===== src/cda_pkg.sv =====
// Shared types, constants and calendar helpers of the calendar date adder.
package cda_pkg;

    localparam int YEAR_BITS   = 16;
    localparam int AMOUNT_BITS = 16;

    // Field widths on the stream ports.
    localparam int MODE_W   = 2;
    localparam int F_YEAR_W = 16;
    localparam int MONTH_W  = 4;
    localparam int DAY_W    = 5;
    localparam int F_AMT_W  = 16;

    // Days in a full 400-year Gregorian cycle.
    localparam int CYCLE_DAYS = 146097;
    localparam int CYCLE_BITS = 18;

    // Running day or month total, and the wider word that also holds a year.
    localparam int TOT_W = (AMOUNT_BITS + 1 > CYCLE_BITS) ? AMOUNT_BITS + 1 : CYCLE_BITS;
    localparam int DAT_W = (TOT_W > YEAR_BITS) ? TOT_W : YEAR_BITS;
    localparam int ALU_W = DAT_W + 1;
    localparam int REM_W = 10;
    // Step counter of the division.
    localparam int CNT_W = 1;

    // Reciprocals that give exact quotients by 12 and by 400 for any DAT_W-bit
    // dividend: ceil(2^sh / d) with sh = DAT_W + ceil(log2(d)).
    localparam int DIV12_SH  = DAT_W + 4;
    localparam int DIV400_SH = DAT_W + 9;
    localparam logic [DAT_W:0] DIV12_MUL  =
        (DAT_W + 1)'(((64'd1 << DIV12_SH) + 64'd11) / 64'd12);
    localparam logic [DAT_W:0] DIV400_MUL =
        (DAT_W + 1)'(((64'd1 << DIV400_SH) + 64'd399) / 64'd400);

    localparam logic [YEAR_BITS-1:0] YEAR_MAX        = '1;
    localparam logic [YEAR_BITS-1:0] YEAR_LAST_CYCLE = YEAR_MAX - YEAR_BITS'(400);

    typedef enum logic [MODE_W-1:0] {
        MODE_SET        = 2'd0,
        MODE_ADD_YEARS  = 2'd1,
        MODE_ADD_MONTHS = 2'd2,
        MODE_ADD_DAYS   = 2'd3
    } t_mode;

    typedef struct packed {
        t_mode                  mode;
        logic [YEAR_BITS-1:0]   year;
        logic [MONTH_W-1:0]     month;
        logic [DAY_W-1:0]       day;
        logic [AMOUNT_BITS-1:0] amount;
    } t_item;

    typedef struct packed {
        logic [YEAR_BITS-1:0] year;
        logic [MONTH_W-1:0]   month;
        logic [DAY_W-1:0]     day;
        logic                 ovf;
    } t_result;

    typedef struct packed {
        logic [ALU_W-1:0] a;
        logic [ALU_W-1:0] b;
        logic             sub;
    } t_alu_req;

    typedef struct packed {
        logic [ALU_W-1:0] res;
        logic             borrow;
    } t_alu_rsp;

    // Leap test from the year's low bits and its position in the 400-year cycle.
    function automatic logic is_leap(input logic [1:0] year_lo, input logic [6:0] m100,
                                     input logic [1:0] c4);
        logic r;
        if (m100 == 7'd0) begin
            r = (c4 == 2'd0);
        end else begin
            r = (year_lo == 2'd0);
        end
        return r;
    endfunction

    function automatic logic [DAY_W-1:0] days_in(input logic [MONTH_W-1:0] month,
                                                 input logic leap);
        logic [DAY_W-1:0] d;
        unique case (month)
            4'd2:                       d = leap ? 5'd29 : 5'd28;
            4'd4, 4'd6, 4'd9, 4'd11:    d = 5'd30;
            default:                    d = 5'd31;
        endcase
        return d;
    endfunction

endpackage


===== src/calendar_date_adder_unit.sv =====
// Top level of the calendar date adder: stream ports and the result register.
//
//   Channel   Direction  Carries
//   s_axis    in         one request: mode in tuser, date or amount in tdata
//   m_axis    out        one result per request: current date, overflow in tuser
//
// A date load divides the year by 400 for its place in the 400-year cycle and
// clamps the day; an add of years first adds the amount to the year, and an add
// of months first divides by 12 and adds the quotient to the year. Quotients by
// 12 and by 400 come from a reciprocal multiply, and the shared add/subtract
// unit takes the remainder from the low bits in the next cycle. An add of days
// walks one month per cycle on the same unit, or one whole 400-year cycle at a
// time from a January with at least 400 years of headroom.
// Reset (synchronous, active low) returns the date to January 1, 2000.
// s_axis_tready is high only while the sequencer is idle; a finished result
// sits in the output register, so the next request is taken while it waits,
// and a stalled m_axis holds the sequencer at the end of its next request.
module calendar_date_adder_unit (
    input  logic        i_clk,
    input  logic        i_rst_n,
    input  logic        s_axis_tvalid,
    output logic        s_axis_tready,
    // [15:0] set_year, [19:16] set_month, [24:20] set_day, [40:25] amount
    input  logic [47:0] s_axis_tdata,
    // [1:0] mode
    input  logic [1:0]  s_axis_tuser,
    output logic        m_axis_tvalid,
    input  logic        m_axis_tready,
    // [15:0] cur_year, [19:16] cur_month, [24:20] cur_day
    output logic [31:0] m_axis_tdata,
    // [0] overflow
    output logic        m_axis_tuser
);
    import cda_pkg::*;

    t_item   item;
    t_result seq_res;
    t_result r_res;
    logic    r_m_valid;
    logic    seq_idle;
    logic    seq_done;
    logic    start;
    logic    res_ready;

    // Unpack the request fields; year and amount are resized to the
    // internal widths.
    assign item.mode   = t_mode'(s_axis_tuser);
    assign item.year   = YEAR_BITS'(s_axis_tdata[15:0]);
    assign item.month  = s_axis_tdata[19:16];
    assign item.day    = s_axis_tdata[24:20];
    assign item.amount = AMOUNT_BITS'(s_axis_tdata[40:25]);

    assign s_axis_tready = seq_idle;
    assign start         = s_axis_tvalid & seq_idle;

    // The result register can take a new result when it is empty or is
    // being drained in this cycle.
    assign res_ready = !r_m_valid || m_axis_tready;

    cda_seq u_seq (
        .i_clk       (i_clk),
        .i_rst_n     (i_rst_n),
        .i_start     (start),
        .i_item      (item),
        .i_res_ready (res_ready),
        .o_idle      (seq_idle),
        .o_done      (seq_done),
        .o_result    (seq_res)
    );

    always_ff @(posedge i_clk) begin
        if (!i_rst_n) begin
            r_m_valid <= 1'b0;
        end else if (seq_done) begin
            r_m_valid <= 1'b1;
        end else if (m_axis_tready) begin
            r_m_valid <= 1'b0;
        end
    end

    always_ff @(posedge i_clk) begin
        if (seq_done) begin
            r_res <= seq_res;
        end
    end

    assign m_axis_tvalid = r_m_valid;
    assign m_axis_tdata  = {7'd0, r_res.day, r_res.month, 16'(r_res.year)};
    assign m_axis_tuser  = r_res.ovf;

endmodule


===== src/cda_alu.sv =====
// Shared add/subtract unit of the calendar date adder.
module cda_alu (
    input  cda_pkg::t_alu_req i_req,
    output cda_pkg::t_alu_rsp o_rsp
);
    import cda_pkg::*;

    logic [ALU_W:0] sum;

    assign sum = {1'b0, i_req.a} + {1'b0, (i_req.sub ? ~i_req.b : i_req.b)}
               + (ALU_W + 1)'(i_req.sub);

    // For a subtraction a missing carry out means a < b.
    assign o_rsp.res    = sum[ALU_W-1:0];
    assign o_rsp.borrow = i_req.sub & ~sum[ALU_W];

endmodule


===== src/cda_seq.sv =====
// Sequencer and date registers of the calendar date adder.
module cda_seq (
    input  logic             i_clk,
    input  logic             i_rst_n,
    input  logic             i_start,
    input  cda_pkg::t_item   i_item,
    input  logic             i_res_ready,
    output logic             o_idle,
    output logic             o_done,
    output cda_pkg::t_result o_result
);
    import cda_pkg::*;

    typedef enum logic [5:0] {
        S_IDLE  = 6'b000001,
        S_DIV   = 6'b000010,
        S_ADDY  = 6'b000100,
        S_WALK  = 6'b001000,
        S_CLAMP = 6'b010000,
        S_OUT   = 6'b100000
    } t_state;

    t_state               r_state, n_state;
    logic [YEAR_BITS-1:0] r_year, n_year;
    logic [MONTH_W-1:0]   r_month, n_month;
    logic [DAY_W-1:0]     r_day, n_day;
    logic [6:0]           r_m100, n_m100;
    logic [1:0]           r_c4, n_c4;
    logic [DAT_W-1:0]     r_total, n_total;
    logic [REM_W-1:0]     r_rem, n_rem;
    logic [CNT_W-1:0]     r_cnt, n_cnt;
    logic                 r_div400, n_div400;
    logic                 r_no400, n_no400;
    logic                 r_ovf, n_ovf;

    t_alu_req             alu_req;
    t_alu_rsp             alu_rsp;
    logic                 leap;
    logic [DAY_W-1:0]     lim;
    logic [DAT_W:0]       recip;
    logic [2*DAT_W:0]     prod;
    logic [DAT_W-1:0]     quo;
    logic [REM_W-1:0]     quo_lo;
    logic                 elig;
    logic                 gt;

    cda_alu u_alu (
        .i_req (alu_req),
        .o_rsp (alu_rsp)
    );

    assign leap   = is_leap(r_year[1:0], r_m100, r_c4);
    assign lim    = days_in(r_month, leap);
    assign elig   = !r_no400 && (r_month == 4'd1) && (r_year <= YEAR_LAST_CYCLE);
    assign gt     = !alu_rsp.borrow && (alu_rsp.res != '0);

    // Quotient by reciprocal multiply, and the low bits of quotient times divisor.
    assign recip  = r_div400 ? DIV400_MUL : DIV12_MUL;
    assign prod   = (2 * DAT_W + 1)'(r_total) * (2 * DAT_W + 1)'(recip);
    assign quo    = r_div400 ? DAT_W'(prod >> DIV400_SH) : DAT_W'(prod >> DIV12_SH);
    assign quo_lo = r_div400 ? REM_W'(r_total * DAT_W'(400)) : REM_W'(r_total * DAT_W'(12));

    always_comb begin
        n_state  = r_state;
        n_year   = r_year;
        n_month  = r_month;
        n_day    = r_day;
        n_m100   = r_m100;
        n_c4     = r_c4;
        n_total  = r_total;
        n_rem    = r_rem;
        n_cnt    = r_cnt;
        n_div400 = r_div400;
        n_no400  = r_no400;
        n_ovf    = r_ovf;
        o_done   = 1'b0;
        alu_req  = '0;

        unique case (r_state)
            S_IDLE: begin
                if (i_start) begin
                    n_ovf   = 1'b0;
                    n_no400 = 1'b0;
                    n_rem   = '0;
                    n_cnt   = '1;
                    unique case (i_item.mode)
                        MODE_SET: begin
                            n_year   = i_item.year;
                            n_month  = (i_item.month == 4'd0) ? 4'd1 :
                                       (i_item.month > 4'd12) ? 4'd12 : i_item.month;
                            n_day    = (i_item.day == 5'd0) ? 5'd1 : i_item.day;
                            n_total  = DAT_W'(i_item.year);
                            n_div400 = 1'b1;
                            n_state  = S_DIV;
                        end
                        MODE_ADD_YEARS: begin
                            n_total = DAT_W'(i_item.amount);
                            n_state = S_ADDY;
                        end
                        MODE_ADD_MONTHS: begin
                            n_total  = DAT_W'(i_item.amount) + DAT_W'(r_month - 4'd1);
                            n_div400 = 1'b0;
                            n_state  = S_DIV;
                        end
                        default: begin
                            n_total = DAT_W'(i_item.amount) + DAT_W'(r_day);
                            n_state = S_WALK;
                        end
                    endcase
                end
            end

            // First the quotient replaces the dividend and the dividend's low bits are
            // kept; then the shared unit subtracts the low bits of quotient times
            // divisor, which leaves the remainder.
            S_DIV: begin
                if (r_cnt != '0) begin
                    n_total = quo;
                    n_rem   = r_total[REM_W-1:0];
                    n_cnt   = '0;
                end else begin
                    alu_req.a   = ALU_W'(r_rem);
                    alu_req.b   = ALU_W'(quo_lo);
                    alu_req.sub = 1'b1;
                    n_rem = alu_rsp.res[REM_W-1:0];
                    if (r_div400) begin
                        priority if (n_rem >= REM_W'(300)) begin
                            n_c4 = 2'd3;
                        end else if (n_rem >= REM_W'(200)) begin
                            n_c4 = 2'd2;
                        end else if (n_rem >= REM_W'(100)) begin
                            n_c4 = 2'd1;
                        end else begin
                            n_c4 = 2'd0;
                        end
                        n_m100  = 7'(n_rem - REM_W'(n_c4) * REM_W'(100));
                        n_state = S_CLAMP;
                    end else begin
                        n_month = n_rem[MONTH_W-1:0] + 4'd1;
                        n_state = S_ADDY;
                    end
                end
            end

            // Year plus the carried count, held at the top year on overflow.
            S_ADDY: begin
                alu_req.a   = ALU_W'(r_year);
                alu_req.b   = ALU_W'(r_total);
                alu_req.sub = 1'b0;
                if (alu_rsp.res[ALU_W-1:YEAR_BITS] != '0) begin
                    n_year = YEAR_MAX;
                    n_ovf  = 1'b1;
                end else begin
                    n_year = alu_rsp.res[YEAR_BITS-1:0];
                end
                n_total  = DAT_W'(n_year);
                n_rem    = '0;
                n_cnt    = '1;
                n_div400 = 1'b1;
                n_state  = S_DIV;
            end

            // One month, or one whole 400-year cycle from January, per cycle.
            S_WALK: begin
                alu_req.a   = ALU_W'(r_total);
                alu_req.b   = elig ? ALU_W'(CYCLE_DAYS) : ALU_W'(lim);
                alu_req.sub = 1'b1;
                if (elig) begin
                    if (gt) begin
                        n_total = alu_rsp.res[DAT_W-1:0];
                        n_year  = r_year + YEAR_BITS'(400);
                    end else begin
                        n_no400 = 1'b1;
                    end
                end else if (!gt) begin
                    n_day   = r_total[DAY_W-1:0];
                    n_state = S_OUT;
                end else if (r_month == 4'd12) begin
                    if (r_year == YEAR_MAX) begin
                        n_day   = 5'd31;
                        n_ovf   = 1'b1;
                        n_state = S_OUT;
                    end else begin
                        n_year  = r_year + YEAR_BITS'(1);
                        n_month = 4'd1;
                        n_total = alu_rsp.res[DAT_W-1:0];
                        if (r_m100 == 7'd99) begin
                            n_m100 = 7'd0;
                            n_c4   = r_c4 + 2'd1;
                        end else begin
                            n_m100 = r_m100 + 7'd1;
                        end
                    end
                end else begin
                    n_month = r_month + 4'd1;
                    n_total = alu_rsp.res[DAT_W-1:0];
                end
            end

            S_CLAMP: begin
                if (r_day > lim) begin
                    n_day = lim;
                end
                n_state = S_OUT;
            end

            S_OUT: begin
                if (i_res_ready) begin
                    o_done  = 1'b1;
                    n_state = S_IDLE;
                end
            end

            default: begin
                n_state = S_IDLE;
            end
        endcase
    end

    always_ff @(posedge i_clk) begin
        if (!i_rst_n) begin
            r_state <= S_IDLE;
            r_year  <= YEAR_BITS'(2000);
            r_month <= 4'd1;
            r_day   <= 5'd1;
            r_m100  <= 7'd0;
            r_c4    <= 2'd0;
            r_ovf   <= 1'b0;
            r_no400 <= 1'b0;
        end else begin
            r_state <= n_state;
            r_year  <= n_year;
            r_month <= n_month;
            r_day   <= n_day;
            r_m100  <= n_m100;
            r_c4    <= n_c4;
            r_ovf   <= n_ovf;
            r_no400 <= n_no400;
        end
    end

    always_ff @(posedge i_clk) begin
        r_total  <= n_total;
        r_rem    <= n_rem;
        r_cnt    <= n_cnt;
        r_div400 <= n_div400;
    end

    assign o_idle   = (r_state == S_IDLE);
    assign o_result = '{year: r_year, month: r_month, day: r_day, ovf: r_ovf};

    a_start_idle: assert property (@(posedge i_clk) disable iff (!i_rst_n)
        i_start |-> r_state == S_IDLE)
        else $error("request started while the sequencer was busy");

    a_month_range: assert property (@(posedge i_clk) disable iff (!i_rst_n)
        r_month >= 4'd1 && r_month <= 4'd12)
        else $error("month register out of range");

    a_day_fits: assert property (@(posedge i_clk) disable iff (!i_rst_n)
        r_state == S_OUT |-> r_day != 5'd0 && r_day <= lim)
        else $error("finished day does not fit its month");

    a_cycle_pos: assert property (@(posedge i_clk) disable iff (!i_rst_n)
        r_m100 < 7'd100)
        else $error("year position in the century out of range");

    a_done_idle: assert property (@(posedge i_clk) disable iff (!i_rst_n)
        o_done |=> r_state == S_IDLE)
        else $error("sequencer did not return to idle after a result");

endmodule

===== config.mk =====
export PLATFORM = sky130hd
export DESIGN_NAME = calendar_date_adder_unit
export DESIGN_NICKNAME = d
export VERILOG_FILES = /design/src/cda_pkg.sv /design/src/calendar_date_adder_unit.sv /design/src/cda_alu.sv /design/src/cda_seq.sv
export SDC_FILE = /design/constraint.sdc
export NUM_CORES = 1
export LEC_CHECK = 0
export BUFFER_PORTS_ARGS = -buffer_cell sky130_fd_sc_hd__buf_2
export CORE_MARGIN = 2
export CORE_UTILIZATION = 55
export DETAILED_ROUTE_END_ITERATION = 7
export PLACE_DENSITY = 0.78
export SETUP_SLACK_MARGIN = 0.5
export SLEW_MARGIN = 10
export SYNTH_ARGS = -nofsm -noshare
export SYNTH_HDL_FRONTEND = slang
export SYNTH_SLANG_ARGS = --single-unit

===== constraint.sdc =====
create_clock -name i_clk -period 16 [get_ports i_clk]
set_input_delay 1.6 -clock i_clk [delete_from_list [all_inputs] [get_ports i_clk]]
set_output_delay 1.6 -clock i_clk [all_outputs]
set_load 0.05 [all_outputs]

Yosys cells after proc, flatten, opt, wreduce, memory -nomap -nowiden
Cells that the tools add are included.
- bitwise operators: 4
- muxes and demuxes: 102
- $add $sub $neg: 12
- multipliers: 4
- order comparisons: 6
- reduce and logical (&&, ||, !) cells: 37
- equality and inequality tests: 41
- operators with widths (kind ; number):
    $mux W18 ; 8
    $mux W16 ; 8
    $pmux W39 S3 ; 1
    $pmux W18 S4 ; 1
    $pmux W18 S3 ; 1
    $mux W7 ; 7
    $pmux W16 S3 ; 1
    $mux W5 ; 9
    $mux W6 ; 7
    $mux W4 ; 10
    $mul A18 B19 Y37 ; 1
    $pmux W6 S6 ; 1
    $mux W10 ; 3
    $mux W15 ; 2
    $mux W30 ; 1
    $pmux W10 S3 ; 1
    $mux W2 ; 12
    $ne A2 B1 Y1 const B ; 11
    $reduce_and A7 Y1 ; 3
    $add A19 B19 Y20 ; 1
    $add A20 B1 Y20 ; 1
    $mux W19 ; 1
    $not A19 Y19 ; 1
    $reduce_bool A19 Y1 ; 1
    66 further kinds ; 113
- output and inout port bits: 35
- flip-flop bits (word level): 99
- input port bits: 54
- word-level logic and storage cells: 223

Logic depth before layout (Yosys ltp)
Gate-level depths: netlist of run 1.
- word-level depth: 22
- gate-level depth with buffers: 29
- gate-level depth less buffers: 27

Cells and area by module
A second synthesis of run 1 with hierarchy kept.
- cells, all modules: 1924
- area total of the unflattened synthesis: 16742.3 um2
- by module, submodules not included (module ; sequential area each (um2) ; area each (um2) ; times used ; cells each):
    cda_seq ; 1741.7 ; 14700.3 ; 1 ; 1730
    cda_alu ; 0.0 ; 1149.9 ; 1 ; 155
    calendar_date_adder_unit ; 800.8 ; 892.1 ; 1 ; 39

Worst setup path after synthesis of run 1
OpenSTA, ideal clock, no wires.
- path kind: register to register
- start point: register u_seq.r_div400
- end point: register u_seq.r_total[2], data pin
- clock period less this slack: 7.412 ns
- library setup time: 0.180 ns
- required time: 15.820 ns
- arrival time: 7.231 ns
- buffers on the path: 3
- stages on the path, launching flop included: 28
- setup slack: 8.588 ns
- cells stage by stage: edfxtp_1 > clkbuf_1 > clkbuf_1 > clkbuf_1 > and2_1 > fa_1 > fa_1 > inv_1 > fa_1 > inv_1 > fa_1 > inv_1 > fa_1 > inv_1 > fa_1 > ha_1 > a21o_1 > a21o_1 > a21oi_1 > o21ai_0 > a2111oi_0 > nor3_1 > a211oi_1 > o21bai_1 > a21o_1 > xnor2_1 > mux2_2 > a221oi_1
- word-level cells in the longest chain between the ends: 12
- elaborated cells between the ends (all ways): 19
- classes of those cells: 2 x add/sub; 1 x mul; 14 x mux; 1 x bitwise; 1 x reduce/logical
- RTL lines (element ; line ; text):
    from (decl) ; cda_seq.sv:32 ; logic r_div400, n_div400;
    from (signal assigned) ; cda_seq.sv:246 ; r_div400 <= n_div400;
    $mux W10 ; cda_seq.sv:61 ; assign quo_lo = r_div400 ? REM_W'(r_total * DAT_W'(400)) : REM_W'(r_total * DAT_W'(12));
    $mux W30 ; cda_seq.sv:117 ; if (r_cnt != '0) begin
    $pmux W39 S3 ; cda_seq.sv:79 ; unique case (r_state)
    $not A19 Y19 ; cda_alu.sv:10 ; assign sum = {1'b0, i_req.a} + {1'b0, (i_req.sub ? ~i_req.b : i_req.b)}
    $mux W19 ; cda_alu.sv:10 ;
    $add A19 B19 Y20 ; cda_alu.sv:10 ;
    $add A20 B1 Y20 ; cda_alu.sv:11 ; + (ALU_W + 1)'(i_req.sub);
    $mux W18 ; cda_seq.sv:179 ; if (r_year == YEAR_MAX) begin
    $mux W18 ; cda_seq.sv:178 ; end else if (r_month == 4'd12) begin
    $mux W18 ; cda_seq.sv:175 ; end else if (!gt) begin
    $mux W18 ; cda_seq.sv:168 ; if (elig) begin
    $pmux W18 S4 (*) ; cda_seq.sv:79 ;
    named net u_seq.n_total[2] ; cda_seq.sv:29 ; logic [DAT_W-1:0] r_total, n_total;
    to (signal assigned) ; cda_seq.sv:243 ; r_total <= n_total;
    to (decl) ; cda_seq.sv:29 ;
The timed path passes the listed nets; every way through them passes the cells marked *. The select of a mux whose other input is x is not followed.
A chain may end at the register's enable or synchronous reset.

Worst setup path after layout of run 1
- start point: register u_seq.r_div400
- end point: register u_seq.r_total[8], data pin
Same word-level chain as after synthesis.

==> results of run 1 <==
==> path summary, 6_finish.rpt <==
kind,end,slack (ns),startpoint,depth (start not counted)
hold reg to reg,m_axis_tuser$_DFFE_PP_,0.47,u_seq.r_ovf$_SDFFE_PN0P_,0
setup reg to reg,u_seq.r_total[8]$_DFFE_PP_,8.03,u_seq.r_div400$_DFFE_PP_,28
hold / removal,m_axis_tuser$_DFFE_PP_,0.47,u_seq.r_ovf$_SDFFE_PN0P_,0
setup / recovery,u_seq.r_total[8]$_DFFE_PP_,8.03,u_seq.r_div400$_DFFE_PP_,28
==> registers in the layout, indices dropped and copies added (netlist names), 2 cells and up <==
| register | flops |
|---|---|
| u_seq.r_month | 4 |
| u_seq.r_c4 | 2 |
| u_seq.r_state | 6 |
| u_seq.r_m100 | 7 |
| u_seq.r_day | 5 |
| u_seq.r_total | 18 |
| u_seq.r_rem | 10 |
| u_seq.r_year | 16 |
| m_axis_tdata | 25 |
==> cell usage after synthesis, types with 5 or more instances <==
master    count  area [sq um]
inv_1       299          1120
ha_1        219          2740
fa_1        181          3620
nand2_1     137           514
nor2_1      111           417
a21oi_1     107           536
o21ai_0      83           415
clkbuf_1     71           267
edfxtp_1     56          1680
xnor2_1      51           447
dfxtp_1      43           861
nand3_1      39           195
xor2_1       30           263
a21o_1       24           180
nor3_1       23           115
and3_1       20           125
nand2b_1     20           125
nor2b_1      20           125
a211oi_1     17           128
o211ai_1     17           128
o21a_1       16           120
o22ai_1      16           100
a221oi_1     15           131
and2_1       15          93.8
a221o_1      13           130
a31oi_1      13          81.3
nand4_1      13          81.3
mux2i_1      11           110
a222oi_1     10           100
or2_2         9          56.3
nor3b_1       8          60.1
nor4_1        8          50.1
buf_4         7          52.6
o211a_1       7          70.1
buf_1         6          22.5
o31ai_1       6          45.0
a22o_1        5          43.8
mux4_2        5           113
o21bai_1      5          37.5
or3_1         5          31.3
==> per-layer routing <==
layer | global-route usage (%) | wire length (um) | vias to the layer above
met4 | 11.6 | 1900 | 0
met5 | 0 | 0 | -
met1 | 40.7 | 19100 | 6865
met2 | 52.0 | 22400 | 691
met3 | 5.76 | 4340 | 137
li1 | - | - | 6450
==> worst max-delay path: cells and delay by family (launching register included) <==
kind / cells / cell delay [ns]
compound gates: 10 / 2.26
fa+ha+maj: 7 / 3.16
buf+inv: 7 / 1.07
flops: 1 / 0.33
simple gates: 4 / 0.84
==> logic make-up (layout without fill, tap and decap cells) <==
kind of cell	count (synthesis)	after routing	synth area share [%]
AOI/OAI and AO/OA	414	414	17.1
adders and majority gates	401	401	38.7
other	2	15	0.0456
and+or+nand+nor	456	456	13.7
buffers and inverters	391	412	9.29
xor gates and xnor gates	81	81	4.31
muxes	18	18	1.49
DFF	99	99	15.4
==> cell type report <==
| cell class | count | area, sq um | share of cell area [%] |
|---|---|---|---|
| antenna | 2 | 5.00 | 0.0287 |
| clock buffer | 10 | 239 | 1.37 |
| clock inverter | 6 | 58.8 | 0.337 |
| inverter | 300 | 1130 | 6.45 |
| multi-input combinational | 1383 | 12500 | 71.4 |
| sequential | 99 | 2540 | 14.6 |
| tap | 390 | 488 | 2.79 |
| timing repair buffer | 96 | 536 | 3.07 |
==> metrics by stage <==
| stage | worst slack, ns | instances | utilization (%) | hold WS (ns) |
|---|---|---|---|---|
| 2_1_floorplan | 8.59 | 1873 | - | 0.402 |
| 3_3_place_gp | 8.25 | 2268 | 58.1 | 0.445 |
| 3_5_place_dp | 8.03 | 2268 | 58.1 | 0.450 |
| 4_1_cts | 8.02 | 2284 | 59.1 | 0.465 |
| 5_1_grt | 7.67 | 2284 | 59.1 | 0.464 |
| 6_report | 8.03 | 2286 | 59.1 | 0.468 |
==> summary.txt, run 1 <==
Detailed routing
  • DR WL/cell: 20.9 um
  • 1st-iter DRT viols: 1344
  • Drc violations: 0
  • Pre-antenna DRT Iters: 5
  • Post-DRT Antenna Nets: 0
  • Final Routed Wirelength: 47700 um
  • Detail-routed via count per cell: 6.19
  • Vias: 14100

Setup path
  • CP peak stage delay: 0.55 ns
  • CP Launch Type: flip-flop
  • CP max-delay cell: fa_1
  • Arrival @ worst endpoint: 8.07 ns
  • Critical Path End Type: flip-flop
  • Crit Path Class: reg2reg
  • Worst Path Required: 16.10 ns
  • Worst-path maximum fanout: 71

Floorplan
  • DIE WIDTH: 177 um
  • Starting Density: 55.7%
  • Row cnt: 63
  • Die area: 31400 sq um
  • Core ar.: 29600 sq um
  • Num ports: 89
  • Die Y: 177 um

Global route
  • GRT Residual Overflow: 0
  • GR Util All Layers: 31.3%
  • Largest net degree at the start of global routing: 72
  • First-pass GRT wire length: 76000 um
  • Initial antenna violation count: 0
  • Vias in the first global route: 14300

Timing
  • Layout Skew: 0.00869 ns
  • Setup violators final: 0
  • Final period demand of the worst path: 7.97 ns
  • RSZ-0062 raised after global routing: false
  • Slew Limit Fails: 0
  • Fin. Hold Viols: 0
  • Rel. slew slack: 32.3%
  • Setup tns final: 0 ns
  • Final worst-path cycle share: 49.8%
  • Worst-margin pin slew: 1.01 ns
  • Fmax: 125 MHz

Finish
  • Layout cells sized above 1: 7.87%
  • FILL cells: 2578
  • Nets@finish: 2343
  • Most frequent cells in the layout: inv_1, ha_1, fa_1
  • Commonest non-fill, non-tap cell in the layout: inv_1
  • Layout area overhead: 5.98%
  • Final Instance Area: 17500 sq um

Logic synthesis
  • Netlist cell types: 92
  • Cell area after synthesis: 16500 sq um
  • Sequential share of the synthesized area: 15.4%
  • Asr flop ratio synth: 0%
  • Synth Flop Type: edfxtp_1
  • Synth warn: 0
  • Avg Inst Size Synth: 8.85 sq um
  • #FFs+latches synth: 99
  • Cell count after synthesis: 1862
  • Post-synth EDFFs: 56

Clocking
  • Post_cts resized: 0
  • Post-CTS setup buffers: 0
  • Clk slew on worst S/H paths: 0.08 ns
  • TritonCTS buffer count: 9
  • CTS tree: yes
  • CTS Sinks: 99
  • Clk root buf: clkbuf_16
  • Deepest clock path buffer count: 2
  • Max H-tree Level: 3
  • Worst-skew pair later-pin latency: 0.36 ns
  • Hold Buf Count CTS: 0

Place
  • Gpl congestion: 0.992
  • Placed wire-length estimate: 38500 um
  • IO buf count: 74
  • Placed Area: 17200 sq um

Min path
  • Min-Delay Path Class: reg2reg

Outcome
  • Status: complete, no violations

Flow run
  • Max-Cap Viols: 0
Power of run 1 is left out: the tool's default activity adds up to more than one toggle a clock period on the data nets, which glitch-free logic cannot reach.
==> inputs of run 2 (changes only) <==
Settings changed: ABC_AREA set to 1.
Clock period 16 ns to 7.6 ns, I/O delays scaled along.
==> run 2 against run 1 <==
  * Count of clock-buffer cells in the layout decreased by 1
  * Routed wire length rose by 7.9%
  * Global-route usage rose by 2.3 points
  * Non-clock buffer count decreased by 1
  * Largest cell class unchanged
  * Worst setup slack got worse by 7.3 ns
  * Critical endpoint is now u_seq.r_total[4]$_DFFE_PP_
  * Sequential share of layout area decreased by 0.33 points
==> summary.txt, run 2 <==
Logic synthesis
  • Avg Inst Size Synth: 7.70 sq um
  • Cell area after synthesis: 16700 sq um
  • Sequential share of the synthesized area: 15.2%
  • Area contributors post-synth: fa_1, ha_1, edfxtp_1
  • Commonest cells post-synth: inv_1, nand2_1, ha_1, fa_1, nor2_1
  • Cell count after synthesis: 2175
  • Post-synth EDFFs: 56
  • Most common cell in the netlist: inv_1
  • Adder-cell share of the synthesized area: 38.0%
  • XOR/XNOR Fraction of Synth Area: 1.88%
  • Synth Flop Type: edfxtp_1
  • Mux cell area share after synthesis: 0.0598%
  • Asr flop ratio synth: 0%
  • Synth Area in Compound Gates: 14.3%
  • Simple logic cell fraction of the synthesized area: 19.0%
  • Synth warn: 0
  • Area leader, netlist: fa_1
  • Synth top area share: 21.6%
  • Largest family of logic cells by synthesized area: adder cells
  • #FFs+latches synth: 99
  • Netlist cell types: 63

Timing
  • Fmax: 146 MHz
  • Slew Limit Fails: 0
  • Rel. slew slack: 23.7%
  • Layout Skew: 0.00701 ns
  • Final period demand of the worst path: 6.85 ns
  • Worst-margin pin slew: 1.13 ns
  • RSZ-0062 raised after global routing: true
  • Fin. Hold Viols: 0
  • Setup tns final: 0 ns
  • Setup violators final: 0
  • Final worst-path cycle share: 90.1%

Setup path
  • CP Launch Type: flip-flop
  • CP max-delay cell: fa_1
  • Stages on worst setup path: 23
  • Crit-path cells: buf_6 -> buf_8 -> nand2_1 -> inv_1 -> fa_1 -> fa_1 -> inv_1 -> fa_1 -> inv_1 -> fa_1 -> inv_1 -> fa_1 -> inv_1 -> fa_1 -> ha_1 -> a21oi_1 -> o21ai_1 -> a21oi_1 -> nor2_1 -> a211oi_1 -> nand2_1 -> xnor2_1 -> o2111ai_1
  • Worst Path Buf+Inv: 7
  • Reg2Reg Depth: 23
  • CP peak stage delay: 0.56 ns
  • Crit Path Class: reg2reg
  • Cell repeated most along the worst path: fa_1
  • Top Family by Delay on Critical Path: adder cells
  • Arrival @ worst endpoint: 6.92 ns
  • Worst Path Required: 7.67 ns
  • Critical Path End Type: flip-flop
  • Worst-path maximum fanout: 30

Finish
  • FILL cells: 2740
  • Most frequent cells in the layout: inv_1, nand2_1, ha_1
  • Multi-input logic area: 12400 sq um
  • Layout cells sized above 1: 8.20%
  • Final core occ: 60.0%
  • Largest register FFs: 25
  • Diodes inserted: 0
  • FF/Latch Area: 2540 sq um
  • Commonest non-fill, non-tap cell in the layout: inv_1
  • Nets@finish: 2681
  • Layout area overhead: 6.73%
  • Finished Layout Cells: 2622

Global route
  • Vias in the first global route: 15600
  • GRT Residual Overflow: 0
  • GR Util All Layers: 33.7%
  • Met2 GRT Util: 58.5%
  • First-pass GRT wire length: 81900 um
  • Top Usage Layer GRT: met2
  • M1 GR Usage: 41.3%
  • Initial antenna violation count: 0
  • Met3 GRT Util: 3.73%
  • Largest net degree at the start of global routing: 36

Flow run
  • Max-Cap Viols: 0

Place
  • Placed wire-length estimate: 43400 um
  • IO buf count: 74
  • Placed cells: 2605
  • Gpl congestion: 1.03

Detailed routing
  • Pre-antenna DRT Iters: 6
  • DR WL/cell: 19.7 um
  • 1st-iter DRT viols: 1142
  • Post-DRT Antenna Nets: 0
  • Drc violations: 0
  • Detail-routed via count per cell: 5.81
  • Vias: 15200
  • Final Routed Wirelength: 51500 um

Clocking
  • CTS Sinks: 99
  • Max H-tree Level: 3
  • Clk root buf: clkbuf_16
  • Clk slew on worst S/H paths: 0.08 ns
  • CTS tree: yes
  • TritonCTS buffer count: 9
  • Deepest clock path buffer count: 2
  • Worst-skew pair later-pin latency: 0.38 ns

Floorplan
  • Row cnt: 63
  • Die area: 31900 sq um
  • DIE WIDTH: 178 um
  • Num ports: 89
  • Die Y: 178 um
  • Starting Density: 56.2%
  • Core ar.: 29800 sq um

Min path
  • Hold Crit Depth: 0
  • Min-Delay Path Class: reg2reg

Outcome
  • Status: complete, no violations
-- run 2: cell count changes in the layout (fill, tap and decap cells not counted), sizes merged, moves of 13 or more --
cell,previous run,this run
nor2,111,171
a21oi,107,151
xnor2,51,13
a21o,24,3
nand2b,20,0
nand2,137,375
and3,20,1
nor2b,20,0
inv,302,435
o21ai,85,140
nand3,39,106
and2,15,0
o21a,16,3
-- run 2: kinds of logic (layout without fill, tap and decap cells) --
kind of cell	after synthesis	in the layout
muxes	1	1
and+or+nand+nor	724	724
other	2	13
buffers and inverters	500	546
adders and majority gates	400	400
xor gates and xnor gates	36	36
DFF	99	99
AOI/OAI and AO/OA	413	413
-- run 2: metal layers --
layer / vias to the layer above / routed length (um)
met4: 0 / 2740
li1: 7203 / -
met1: 7305 / 20800
met3: 150 / 3020
met2: 571 / 24900
met5: - / 0
-- run 2: path summary, 6_finish.rpt --
| kind | from | end | slack [ns] |
|---|---|---|---|
| max | u_seq.r_div400$_DFFE_PP_ | u_seq.r_total[4]$_DFFE_PP_ | 0.75 |
| min | u_seq.r_year[14]$_SDFFE_PN0P_ | m_axis_tdata[14]$_DFFE_PP_ | 0.43 |
| max reg2reg | u_seq.r_div400$_DFFE_PP_ | u_seq.r_total[4]$_DFFE_PP_ | 0.75 |
| min reg2reg | u_seq.r_year[14]$_SDFFE_PN0P_ | m_axis_tdata[14]$_DFFE_PP_ | 0.43 |
-- run 2: area by class of cell --
type / instances / share of cell area, %
Clock buffer: 9 / 1.26
Tap cell: 390 / 2.73
Timing Repair Buffer: 95 / 3.02
Multi-Input combinational cell: 1587 / 69.2
Sequential cell: 99 / 14.2
Inverter: 435 / 9.14
Clock inverter: 7 / 0.406
-- run 2: what timing repair did --
item,4_1_cts,5_1_grt
setup buffers,0,1
hold buffers,0,0
endpoints found under the setup margin,0,14
endpoints found under the hold margin,0,0
gates resized for setup,0,14
-- run 2: metrics by stage --
stage	hold WS (ns)	instance area, sq um	worst slack (ns)
after global placement	0.419	17500	0.635
after detailed placement	0.414	17500	0.550
after floorplan	0.403	16800	1.18
after global routing	0.448	17900	0.464
after CTS	0.431	17800	0.513
final	0.432	17900	0.753
-- run 2: worst register-to-register path, stage by stage, from the launching register on --
cell       delay, ns
edfxtp_1        0.36
buf_6           0.24
buf_8           0.24
nand2_1         0.08
inv_1           0.20
fa_1            0.50
fa_1            0.56
inv_1           0.06
fa_1            0.50
inv_1           0.05
fa_1            0.47
inv_1           0.05
fa_1            0.53
inv_1           0.06
fa_1            0.41
ha_1            0.32
a21oi_1         0.35
o21ai_1         0.27
a21oi_1         0.20
nor2_1          0.07
a211oi_1        0.17
nand2_1         0.14
xnor2_1         0.47
o2111ai_1       0.25
Power of run 2 is left out for the same reason.
==> inputs of run 3 (changes only) <==
Settings changed: CORE_ASPECT_RATIO set to 1.25.
==> run 3 against run 2 <==
  * Non-clock buffer count grew 8
  * Critical path type unchanged
  * Die area barely moved
  * Via count increased by 1.5%
  * Routed wire length grew 3.9%
  * Critical endpoint is now u_seq.r_total[0]$_DFFE_PP_
==> summary.txt, run 3 (synthesis gave the netlist of run 2 again) <==
Finish
  • Nets@finish: 2689
  • Diodes inserted: 0
  • Most frequent cells in the layout: inv_1, nand2_1, ha_1
  • Finished Layout Cells: 2641
  • Layout area overhead: 7.04%
  • Layout cells sized above 1: 8.35%
  • Commonest non-fill, non-tap cell in the layout: inv_1
  • Largest register FFs: 25

Detailed routing
  • Final Routed Wirelength: 53600 um
  • Post-DRT Antenna Nets: 0
  • Pre-antenna DRT Iters: 6
  • Drc violations: 0
  • Vias: 15500
  • DR WL/cell: 20.3 um
  • 1st-iter DRT viols: 1229
  • Detail-routed via count per cell: 5.85

Setup path
  • R2R Path End: u_seq.r_total[0]$_DFFE_PP_
  • Worst Path Required: 7.69 ns
  • Crit-path cells: buf_4 -> buf_4 -> nor2_1 -> fa_1 -> inv_1 -> fa_1 -> fa_1 -> fa_1 -> inv_1 -> fa_1 -> fa_1 -> ha_1 -> a21oi_1 -> o21ai_0 -> a21oi_1 -> nand2_1 -> a21oi_1 -> o21bai_1 -> or2_2 -> nand3_1 -> o2111ai_1
  • Arrival @ worst endpoint: 6.93 ns
  • CP peak stage delay: 0.56 ns
  • R2r startpoint: u_seq.r_div400$_DFFE_PP_
  • Reg2Reg Depth: 21
  • Cell repeated most along the worst path: fa_1
  • Crit Path Class: reg2reg
  • CP Launch Type: flip-flop
  • FF-to-FF setup slack: 0.76 ns
  • Worst-path maximum fanout: 12
  • CP max-delay cell: fa_1
  • Critical Path End Type: flip-flop

Timing
  • Fmax: 146 MHz
  • Rel. slew slack: 26.1%
  • Setup violators final: 0
  • Fin. Hold Viols: 0
  • Final period demand of the worst path: 6.84 ns
  • Slew Limit Fails: 0
  • Layout Skew: 0.0165 ns
  • Worst-margin pin slew: 1.10 ns
  • Setup tns final: 0 ns
  • Final worst-path cycle share: 90.0%
  • RSZ-0062 raised after global routing: true

Floorplan
  • Die Y: 199 um
  • Starting Density: 55.8%
  • Num ports: 89
  • Die area: 31900 sq um
  • DIE WIDTH: 160 um
  • Row cnt: 71
  • Core ar.: 30000 sq um

Place
  • Gpl congestion: 1.02
  • IO buf count: 74
  • Placed wire-length estimate: 44900 um
  • Placed cells: 2619

Clocking
  • TritonCTS buffer count: 9
  • Worst-skew pair later-pin latency: 0.38 ns
  • CTS Sinks: 99
  • Max H-tree Level: 3
  • Hold Buf Count CTS: 0
  • Deepest clock path buffer count: 2
  • Clk slew on worst S/H paths: 0.08 ns
  • Clk root buf: clkbuf_16
  • CTS tree: yes

Global route
  • Initial antenna violation count: 0
  • Vias in the first global route: 16000
  • GRT Residual Overflow: 0
  • First-pass GRT wire length: 84300 um
  • GR Util All Layers: 34.4%
  • Largest net degree at the start of global routing: 36

Min path
  • Hold Crit Depth: 0
  • Hold_sp: u_seq.r_year[15]$_SDFFE_PN0P_
  • Min-Delay Path Class: reg2reg
  • Hold endpoint: m_axis_tdata[15]$_DFFE_PP_

Outcome
  • Status: complete, no violations

Flow run
  • Max-Cap Viols: 0
==> run 3: cell count changes in the layout (fill, tap and decap cells not counted), moves of 2 or more <==
cell	change
o21ai_1	-2
inv_6	+2
clkinv_4	-3
nor2_1	+2
o21ai_0	+2
buf_4	+10
==> run 3: worst max-delay path by stage <==
stage	slack, ns	startpoint	cells past startpoint	end
2_1_floorplan	1.18	u_seq.r_div400$_DFFE_PP_	25	u_seq.r_total[10]$_DFFE_PP_
3_3_place_gp	0.64	u_seq.r_total[15]$_DFFE_PP_	24	u_seq.r_total[10]$_DFFE_PP_
3_5_place_dp	0.48	u_seq.r_div400$_DFFE_PP_	25	u_seq.r_total[10]$_DFFE_PP_
4_1_cts	0.63	u_seq.r_total[15]$_DFFE_PP_	24	u_seq.r_total[10]$_DFFE_PP_
5_1_grt	0.50	u_seq.r_div400$_DFFE_PP_	27	u_seq.r_total[7]$_DFFE_PP_
6_report	0.76	u_seq.r_div400$_DFFE_PP_	21	u_seq.r_total[0]$_DFFE_PP_
==> run 3: metrics by stage <==
| stage | utilization [%] | instance area [sq um] | setup slack (ns) | hold slack (ns) |
|---|---|---|---|---|
| after CTS | 59.5 | 17900 | 0.630 | 0.447 |
| final | 59.7 | 17900 | 0.762 | 0.446 |
| after global routing | 59.7 | 17900 | 0.496 | 0.465 |
| after floorplan | - | 16800 | 1.18 | 0.403 |
| after detailed placement | 58.5 | 17600 | 0.475 | 0.426 |
| after global placement | 58.5 | 17600 | 0.642 | 0.419 |
==> run 3: cell type report <==
type / instances / area (sq um)
clock buffer: 9 / 225
clock inverter: 7 / 75.1
fill: 2822 / 12100
inverter: 435 / 1630
multi-input combinational: 1587 / 12400
sequential: 99 / 2540
tap: 401 / 502
timing repair buffer: 103 / 588
==> run 3: critical path, delay by kind of cell, from the launching register on <==
family / cells / cell delay (ns)
AO/OA/AOI/OAI: 6 / 1.27
flip-flops: 1 / 0.48
buffers and inverters: 4 / 0.52
AND/OR/NAND/NOR: 4 / 0.89
adder cells (fa/ha/maj): 7 / 3.40
==> run 3: layer usage <==
layer  track usage [%]  share of wire, %  vias up
met5                 0                 0        -
met4              21.6               7.1        0
met3              4.48               7.1      200
met2              62.4                50      756
met1              38.4                36     7274
li1                  -                 -     7224
==> run 3: timing repair <==
item,in CTS,in global routing
cloned,0,0
gates resized for setup,0,5
setup endpoints to repair,3,6
setup buffers,3,3
Power of run 3 is left out for the same reason.
